$ cat config.mk
export PLATFORM = sky130hd
export DESIGN_NAME = deadline_release_queue_unit
export DESIGN_NICKNAME = d
export VERILOG_FILES = /design/src/drq_pkg.sv /design/src/deadline_release_queue_unit.sv
export SDC_FILE = /design/constraint.sdc
export NUM_CORES = 1
export LEC_CHECK = 0
export ABC_CLOCK_PERIOD_IN_PS = 13200
export BUFFER_PORTS_ARGS = -buffer_cell sky130_fd_sc_hd__buf_2
export CAP_MARGIN = 20
export CORE_ASPECT_RATIO = 0.9
export CORE_MARGIN = 10
export CORE_UTILIZATION = 65
export CTS_CLUSTER_DIAMETER = 200
export DETAILED_ROUTE_END_ITERATION = 12
export PLACE_DENSITY = 0.84
export SYNTH_ARGS = -nofsm -noshare
export SYNTH_HDL_FRONTEND = slang
export SYNTH_SLANG_ARGS = --single-unit
export TNS_END_PERCENT = 5
$ cat constraint.sdc
create_clock -name clk -period 13.2 [get_ports clk]
set_input_delay 1.32 -clock clk [delete_from_list [all_inputs] [get_ports clk]]
set_output_delay 1.32 -clock clk [all_outputs]
set_load 0.03 [all_outputs]
$ cat src/drq_pkg.sv
`timescale 1ns / 1ps
// ---------------------------------------------------------------------------
// drq_pkg
// shared constants, types and helpers of the deadline release queue
// ---------------------------------------------------------------------------
package drq_pkg;

	localparam int CAPACITY     = 16;
	localparam int PAYLOAD_BITS = 32;
	localparam int MAX_RESULTS  = 16;
	localparam int AW           = $clog2(CAPACITY);
	localparam int CW           = $clog2(CAPACITY + 1);
	localparam int NW           = $clog2(MAX_RESULTS + 1);

	localparam logic KIND_SCHEDULE = 1'b0;
	localparam logic KIND_TICK     = 1'b1;

	localparam logic [1:0] ST_ACCEPTED = 2'd0;
	localparam logic [1:0] ST_REJECTED = 2'd1;
	localparam logic [1:0] ST_RELEASED = 2'd2;

	typedef enum logic [2:0] {
		S_IDLE,
		S_INS_RD,
		S_INS_CMP,
		S_INS_PUT,
		S_REL_RD,
		S_REL_CMP,
		S_REL_FLUSH
	} state_t;

	typedef struct packed {
		logic [31:0]             deadline;
		logic [PAYLOAD_BITS-1:0] payload;
	} entry_t;

	// deadline d strictly after reference r, by signed difference
	function automatic logic is_after(input logic [31:0] d, input logic [31:0] r);
		logic [31:0] diff;
		diff = d - r;
		return (diff != 32'd0) && !diff[31];
	endfunction

	// physical slot of logical offset k from the head
	function automatic logic [AW-1:0] phys(input logic [AW-1:0] head,
			input logic [AW-1:0] k);
		logic [AW:0] sum;
		sum = {1'b0, head} + {1'b0, k};
		if (sum >= (AW+1)'(CAPACITY)) begin
			sum = sum - (AW+1)'(CAPACITY);
		end
		return sum[AW-1:0];
	endfunction

	function automatic logic [AW-1:0] wrap_inc(input logic [AW-1:0] idx);
		logic [AW-1:0] res;
		if (idx == AW'(CAPACITY - 1)) begin
			res = '0;
		end else begin
			res = idx + AW'(1);
		end
		return res;
	endfunction

endpackage

$ cat src/deadline_release_queue_unit.sv
`timescale 1ns / 1ps
// ---------------------------------------------------------------------------
// deadline_release_queue_unit
// timed release queue: schedule payloads after a delay, release on ticks
// ---------------------------------------------------------------------------
// Usage:
//   An item is taken on a clock edge with start high and busy low. kind 0
//   schedules payload at deadline now + delay; kind 1 advances time by one
//   tick and releases every due entry, earliest deadline first, in order of
//   scheduling among equal deadlines.
//   Results come out one per strobe cycle with status, released_payload and
//   last; the last result of an item has last set. A tick with nothing due
//   gives no result.
// Timing:
//   A rejected schedule (queue full) shows its result the cycle after the
//   transfer and leaves busy low. An accepted schedule into an empty queue is
//   written directly; otherwise each later entry is read and moved back a
//   slot before the new one is written, using the one read and one write port
//   of the entry RAM. A tick reads and checks entries from the head in turn.
// Reset:
//   arst_n clears time, count and control; the entry RAM is not cleared,
//   only slots holding live entries are ever read.
// The receiver cannot stall: each result is valid for one cycle only.
// ---------------------------------------------------------------------------
module deadline_release_queue_unit
	import drq_pkg::*;
(
	input  logic        clk,
	input  logic        arst_n,
	input  logic        start,
	output logic        busy,
	input  logic        kind,
	input  logic [19:0] delay,
	input  logic [31:0] payload,
	output logic        strobe,
	output logic [1:0]  status,
	output logic [31:0] released_payload,
	output logic        last
);

	state_t                  state_q, state_d;
	logic [31:0]             now_q, now_d;
	logic [AW-1:0]           head_q, head_d;
	logic [CW-1:0]           count_q, count_d;
	logic [AW-1:0]           k_q, k_d;
	logic [NW-1:0]           n_q, n_d;
	logic                    pend_q, pend_d;
	logic [PAYLOAD_BITS-1:0] pend_pl_q, pend_pl_d;
	logic [31:0]             new_dl_q, new_dl_d;
	logic [PAYLOAD_BITS-1:0] new_pl_q, new_pl_d;

	entry_t                  entry_mem_q [CAPACITY];
	entry_t                  rd_data_q;
	logic                    mem_re, mem_we;
	logic [AW-1:0]           mem_raddr, mem_waddr;
	entry_t                  mem_wdata;

	logic                    res_valid, res_last;
	logic [1:0]              res_status;
	logic [31:0]             res_pl;

	logic                    strobe_q;
	logic [1:0]              status_q;
	logic [31:0]             rel_pl_q;
	logic                    last_q;

	always_ff @(posedge clk) begin
		if (mem_we) begin
			entry_mem_q[mem_waddr] <= mem_wdata;
		end
		if (mem_re) begin
			rd_data_q <= entry_mem_q[mem_raddr];
		end
	end

	always_ff @(posedge clk or negedge arst_n) begin
		if (!arst_n) begin
			state_q  <= S_IDLE;
			now_q    <= '0;
			head_q   <= '0;
			count_q  <= '0;
			k_q      <= '0;
			n_q      <= '0;
			pend_q   <= 1'b0;
			strobe_q <= 1'b0;
		end else begin
			state_q  <= state_d;
			now_q    <= now_d;
			head_q   <= head_d;
			count_q  <= count_d;
			k_q      <= k_d;
			n_q      <= n_d;
			pend_q   <= pend_d;
			strobe_q <= res_valid;
		end
	end

	always_ff @(posedge clk) begin
		pend_pl_q <= pend_pl_d;
		new_dl_q  <= new_dl_d;
		new_pl_q  <= new_pl_d;
		status_q  <= res_status;
		rel_pl_q  <= res_pl;
		last_q    <= res_last;
	end

	always_comb begin
		state_d    = state_q;
		now_d      = now_q;
		head_d     = head_q;
		count_d    = count_q;
		k_d        = k_q;
		n_d        = n_q;
		pend_d     = pend_q;
		pend_pl_d  = pend_pl_q;
		new_dl_d   = new_dl_q;
		new_pl_d   = new_pl_q;
		mem_re     = 1'b0;
		mem_raddr  = phys(head_q, k_q);
		mem_we     = 1'b0;
		mem_waddr  = phys(head_q, k_q + AW'(1));
		mem_wdata  = '{deadline: new_dl_q, payload: new_pl_q};
		res_valid  = 1'b0;
		res_status = ST_ACCEPTED;
		res_pl     = '0;
		res_last   = 1'b1;
		unique case (state_q)
			S_IDLE: begin
				if (start) begin
					if (kind == KIND_SCHEDULE) begin
						if (count_q == CW'(CAPACITY)) begin
							res_valid  = 1'b1;
							res_status = ST_REJECTED;
						end else begin
							new_dl_d = now_q + 32'(delay);
							new_pl_d = PAYLOAD_BITS'(payload);
							if (count_q == '0) begin
								k_d     = '0;
								state_d = S_INS_PUT;
							end else begin
								k_d     = AW'(count_q - CW'(1));
								state_d = S_INS_RD;
							end
						end
					end else begin
						now_d = now_q + 32'd1;
						if (count_q != '0) begin
							n_d     = '0;
							pend_d  = 1'b0;
							state_d = S_REL_RD;
						end
					end
				end
			end
			S_INS_RD: begin
				mem_re  = 1'b1;
				state_d = S_INS_CMP;
			end
			S_INS_CMP: begin
				mem_we = 1'b1;
				if (is_after(rd_data_q.deadline, new_dl_q)) begin
					// later entry moves back one slot
					mem_wdata = rd_data_q;
					if (k_q == '0) begin
						state_d = S_INS_PUT;
					end else begin
						k_d     = k_q - AW'(1);
						state_d = S_INS_RD;
					end
				end else begin
					count_d   = count_q + CW'(1);
					res_valid = 1'b1;
					state_d   = S_IDLE;
				end
			end
			S_INS_PUT: begin
				mem_we    = 1'b1;
				mem_waddr = phys(head_q, k_q);
				count_d   = count_q + CW'(1);
				res_valid = 1'b1;
				state_d   = S_IDLE;
			end
			S_REL_RD: begin
				mem_re    = 1'b1;
				mem_raddr = head_q;
				state_d   = S_REL_CMP;
			end
			S_REL_CMP: begin
				// a release is held back one step to learn whether it is the last
				if (!is_after(rd_data_q.deadline, now_q)) begin
					if (pend_q) begin
						res_valid  = 1'b1;
						res_status = ST_RELEASED;
						res_pl     = 32'(pend_pl_q);
						res_last   = 1'b0;
					end
					pend_d    = 1'b1;
					pend_pl_d = rd_data_q.payload;
					head_d    = wrap_inc(head_q);
					count_d   = count_q - CW'(1);
					n_d       = n_q + NW'(1);
					if (count_q == CW'(1) || n_q == NW'(MAX_RESULTS - 1)) begin
						state_d = S_REL_FLUSH;
					end else begin
						state_d = S_REL_RD;
					end
				end else begin
					if (pend_q) begin
						res_valid  = 1'b1;
						res_status = ST_RELEASED;
						res_pl     = 32'(pend_pl_q);
					end
					pend_d  = 1'b0;
					state_d = S_IDLE;
				end
			end
			S_REL_FLUSH: begin
				res_valid  = 1'b1;
				res_status = ST_RELEASED;
				res_pl     = 32'(pend_pl_q);
				pend_d     = 1'b0;
				state_d    = S_IDLE;
			end
			default: begin
				state_d = S_IDLE;
			end
		endcase
	end

	assign busy             = (state_q != S_IDLE);
	assign strobe           = strobe_q;
	assign status           = status_q;
	assign released_payload = rel_pl_q;
	assign last             = last_q;

endmodule

# Word level (Yosys, flattened, before mapping)
# Memory sizes are Yosys's and may differ from the RTL's. A register that Yosys moved wholly into a read port is not among the register bits.
# Index checks and enable logic that the tools add are counted.
totals:
  register_bits: 186
  latch_bits: 0
  romBits: 0
  ram_bits: 1024
  memories: 1
mem_list:
  columns: ["memory", "words", "word_bits", "read_ports", "rd_ports_with_merged_regs", "write_ports", "line_no", "source"]
  rows:
  - ["entry_mem_q", 16, 64, 1, 1, 1, "deadline_release_queue_unit.sv:52", "entry_t entry_mem_q [CAPACITY];"]
op_classes:
  multipliers: 0
  magnitude_cmp: 2
  reduce_logical: 28
  n_eq_ne: 21
  muxes: 55
  n_bitwise: 4
  shift: 0
  addsub: 14
  div_mod_pow: 0
op_table:
  columns: ["operator", "n"]
  rows:
  - ["64-bit two-way mux", 2]
  - ["32-bit case mux with 2 select lines", 1]
  - ["32-bit nonzero test", 2]
  - ["32-bit subtractor", 2]
  - ["4-bit two-way mux", 11]
  - ["32-bit by 1-bit adder with 32-bit output, second input constant", 1]
  - ["32-bit by 20-bit adder with 32-bit output", 1]
  - ["32-bit two-way mux", 1]
  - ["5-bit two-way mux", 6]
  - ["3-bit two-way mux", 6]
  - ["2-bit != test, second input constant", 9]
  - ["1-bit two-way mux", 17]
  - ["3-bit case mux with 5 select lines", 1]
  - ["5-bit case mux with 3 select lines", 1]
  - ["4-bit by 1-bit subtractor with 4-bit output, second input constant", 3]
  - ["4-bit by 4-bit adder with 5-bit output", 2]
  - ["5-bit by 1-bit adder with 5-bit output, second input constant", 2]
  - ["5-bit >= comparator, second input constant", 2]
  - ["5-bit case mux with 2 select lines", 1]
  - ["3-bit == test, second input constant", 3]
  - ["3-bit AND reduction", 3]
  - ["3-bit nonzero test", 3]
  - ["4-bit by 1-bit adder with 4-bit output, second input constant", 2]
  - ["2-bit two-way mux", 4]
  - ["26 further kinds", 38]

# Longest topological paths before layout
logic_depth:
  ltp_word: 6
  depth_mapped: 17
  mapped_depth_nobuf: 15

# Worst setup path before layout
# Ideal clock, no wire load.
synth_path:
  path_type: "input -> register"
  from: "input port kind"
  to: "register new_dl_q[0] (enable)"
  arrival_ps: 6205
  slack_ps: 6411
  setup_ps: 584
  cell_stages: 2
  path_cell_list: "nor3b_1 > a21boi_0"
synth_between:
  elab_chain_cells: 2
synth_lines:
  columns: ["item", "line_no", "source"]
  rows:
  - ["start, declared", "deadline_release_queue_unit.sv:32", "input logic kind,"]
  - ["1-bit inverter (no line)", null, null]
  - ["4-bit AND reduction (no line)", null, null]
  - ["end signal, assigned", "deadline_release_queue_unit.sv:100", "new_dl_q <= new_dl_d;"]
  - ["end, declared", "deadline_release_queue_unit.sv:49", "logic [31:0] new_dl_q, new_dl_d;"]
# Every way passes these cells.
# A chain may end at the register's enable or synchronous reset.

==> metrics.csv <==
stage,metric,value,unit
placement,place_ws,6.34,ns
setup_path,cp.required,13.57,ns
sta,worst_pin_slew,1.16,ns
sta,hold_viol,0,
synth,yosys.area.top_type,edfxtp_1,
power_and_ir_drop,p_total,0.0166,W
floorplanning,fp.dieW,325,um
synth,synth_edf_count,1184,
power_and_ir_drop,p_leak,20.2,nW
sta,fin_setup_tns,0,ns
setup_path,path_class,register to register,
floorplanning,start_util,0.657,
power_and_ir_drop,powerDensity,276,nW/um2
clock_tree,clockBufferDepth,3,
setup_path,endpoint_kind,register,
sta,rsz0062_at_grt,no,
setup_path,reg2regPathDepth,15,
clock_tree,cts_root_buf,clkbuf_16,
synth,yosysMostFrequentCell,edfxtp_1,
sta,slew_headroom,0.224,
sta,min_period,6.52,ns
final_layout,layout.nets,3455,
drt,wire_per_inst,31.6,um
floorplanning,die_area,95800,um2
clock_tree,clk_latency,0.72,ns
placement,placed_area,56300,um2
setup_path,arrival,6.89,ns
synth,ys_async_sr_fraction,0.0432,
drt,drt-vias-per-instance,7.02,
final_layout,fill_cells,4650,
final_layout,finalInstanceArea,60200,um2
drt,drt_iter0_markers,4280,
clock_tree,postCtsSetupRepairBufs,0,
global_route,grt_usage,0.298,
global_route,grt_pass1_vias,31860,
setup_path,slowest_delay,0.91,ns
synth,synth_top_cell_area_share,0.653,
sta,slew_violations,0,
floorplanning,die_h,295,um
floorplanning,fp-row-count,100,
setup_path,cp_max_fo,40,
sta,period_share,0.494,
hold_path,whs_path_depth,0,
sta,maxClockFrequency,153,MHz
drt,totalWireLength,143000,um
synth,ys.flop_type,edfxtp_1,
drt,drt_pass1_iterations,5,
synth,syn_nets,3354,
clock_tree,clkTransAtPathRegs,0.06,ns
floorplanning,core_area,83000,um2
placement,port_buffers,92,
synth,synth_area,54500,um2
run,drv_cap,0,
synth,synth-warning-count,0,
drt,vias,31726,
setup_path,cp_cell_sequence,ha_1 -> fa_1 -> nand2b_1 -> a211oi_2 -> o21ai_1 -> a211oi_1 -> o211ai_1 -> a32oi_1 -> nand4_1 -> or4_1 -> o21ai_2 -> nor2_4 -> buf_4 -> buf_4 -> o21ai_1,
final_layout,syn_to_final_growth,10.5,%
placement,place_hpwl,77900,um
synth,yosysUniqueCellTypes,83,
final_layout,utilization,0.726,
global_route,grt_max_degree,154,
clock_tree,htreeDepth,3,
placement,place.gp.congestion,1.01,
floorplanning,ioPinCount,93,
synth,ys_seq_area_frac,0.691,
clock_tree,clock_sinks,1274,
clock_tree,cts_tree,yes,
setup_path,slowest_stage,o21ai_1,
synth,ys_top_cells_by_area,"edfxtp_1 65%, mux4_2 11%, dfrtp_1 2.5%",
synth,ys_ff_latch,1274,
drt,drc,0,
sta,setup_viol,0,
sta,fin_ws,6.68,ns
global_route,antenna_found_initial,2,
power_and_ir_drop,vdd_drop_max,0.000473,V
clock_tree,cts_buffers,114,
synth,syn_avg_cell_area,17.0,um2
final_layout,drive_gt1_frac,0.202,
drt,ant_nets,0,
status,status,"complete, no violations",
hold_path,hold_class,register to register,
sta,finalClockSkew,0.0696,ns
setup_path,critPathLaunchType,register,
synth,netlist_instances,3196,
global_route,gr-total-overflow,0,
global_route,grt_first_pass_wirelength,212000,um
clock_tree,hold_buffers,0,
clock_tree,cts_resized,0,
synth,synth_common_cells,"1184 x edfxtp_1, 256 x mux4_2, 158 x a21oi_1, 120 x nor2_1, 103 x inv_1",
## path summary, 6_finish.rpt
| check | startpoint | to | slack, ns |
|---|---|---|---|
| setup / recovery | new_dl_q[0]$_DFFE_PP_ | entry_mem_q[8][33]$_DFFE_PP_ | 6.68 |
| max in group asynchronous | arst_n | count_q[1]$_DFFE_PN0P_ | 11.83 |
| hold / removal | rd_data_q[0]$_DFFE_PP_ | pend_pl_q[0]$_DFFE_PP_ | 0.41 |
| min in group asynchronous | arst_n | now_q[2]$_DFFE_PN0P_ | 0.78 |
| setup reg to reg | new_dl_q[0]$_DFFE_PP_ | entry_mem_q[8][33]$_DFFE_PP_ | 6.68 |
| hold reg to reg | rd_data_q[0]$_DFFE_PP_ | pend_pl_q[0]$_DFFE_PP_ | 0.41 |
## layer usage
layer	global-route usage	routed length, um
met1	0.404	51500
met2	0.473	68700
met3	0.0610	16200
met4	0.128	6570
met5	0	0
## final cells by class
class	instances	area [um2]	area share
antenna	1	2.50	0.0000416
clock buffer	138	3060	0.0509
clock inverter	79	800	0.0133
inverter	104	390	0.00648
multi-input combinational	1665	16000	0.266
sequential	1274	37600	0.625
tap	1122	1400	0.0233
timing repair buffer	138	888	0.0148
## critical path: cells and delay by family (launching register included)
kind / cells / cell delay (ns)
AO/OA/AOI/OAI: 7 / 2.98
AND/OR/NAND/NOR: 4 / 1.24
buffers and inverters: 2 / 0.81
adder cells (fa/ha/maj): 2 / 0.69
flip-flops: 1 / 0.40
## stage by stage
stage | cells | hold slack [ns]
after detailed placement | 4299 | 0.427
final | 4521 | 0.414
after global placement | 4297 | 0.424
after global routing | 4520 | 0.447
after CTS | 4516 | 0.421
after floorplan | 3196 | 0.420
## layout by cell type, fill, tap and decap left out, drive strengths merged, types with 55 or more instances in the layout
cell type / n
ha: 97
dfrtp: 55
mux4: 256
buf: 138
mux2i: 71
edfxtp: 1184
nor2: 120
mux2: 67
o21ai: 81
inv: 110
xnor2: 77
a21oi: 160
nand2: 102
clkbuf: 138
a211oi: 86
nor2b: 75
## cells by family after synthesis
kind of cell / synth area share
AOI/OAI and AO/OA: 0.0603
xor gates and xnor gates: 0.0162
adders and majority gates: 0.0241
buffers and inverters: 0.0189
DFF: 0.691
muxes: 0.136
and+or+nand+nor: 0.0536
## sequential cells by signal (all words and copies together), names as in the netlist, 5 cells and up
| register | flops |
|---|---|
| new_dl_q | 32 |
| pend_pl_q | 32 |
| count_q | 5 |
| n_q | 5 |
| rd_data_q | 64 |
| new_pl_q | 32 |
| now_q | 32 |
| released_payload | 32 |
| entry_mem_q | 1024 |
## power breakdown
part | switching, W | internal (W)
Clock | 0.00152 | 0.00188
Combinational | 0.00457 | 0.00312
Sequential | 0.000262 | 0.00525
Total | 0.00635 | 0.0103
Power figures use the tool's default switching activity.
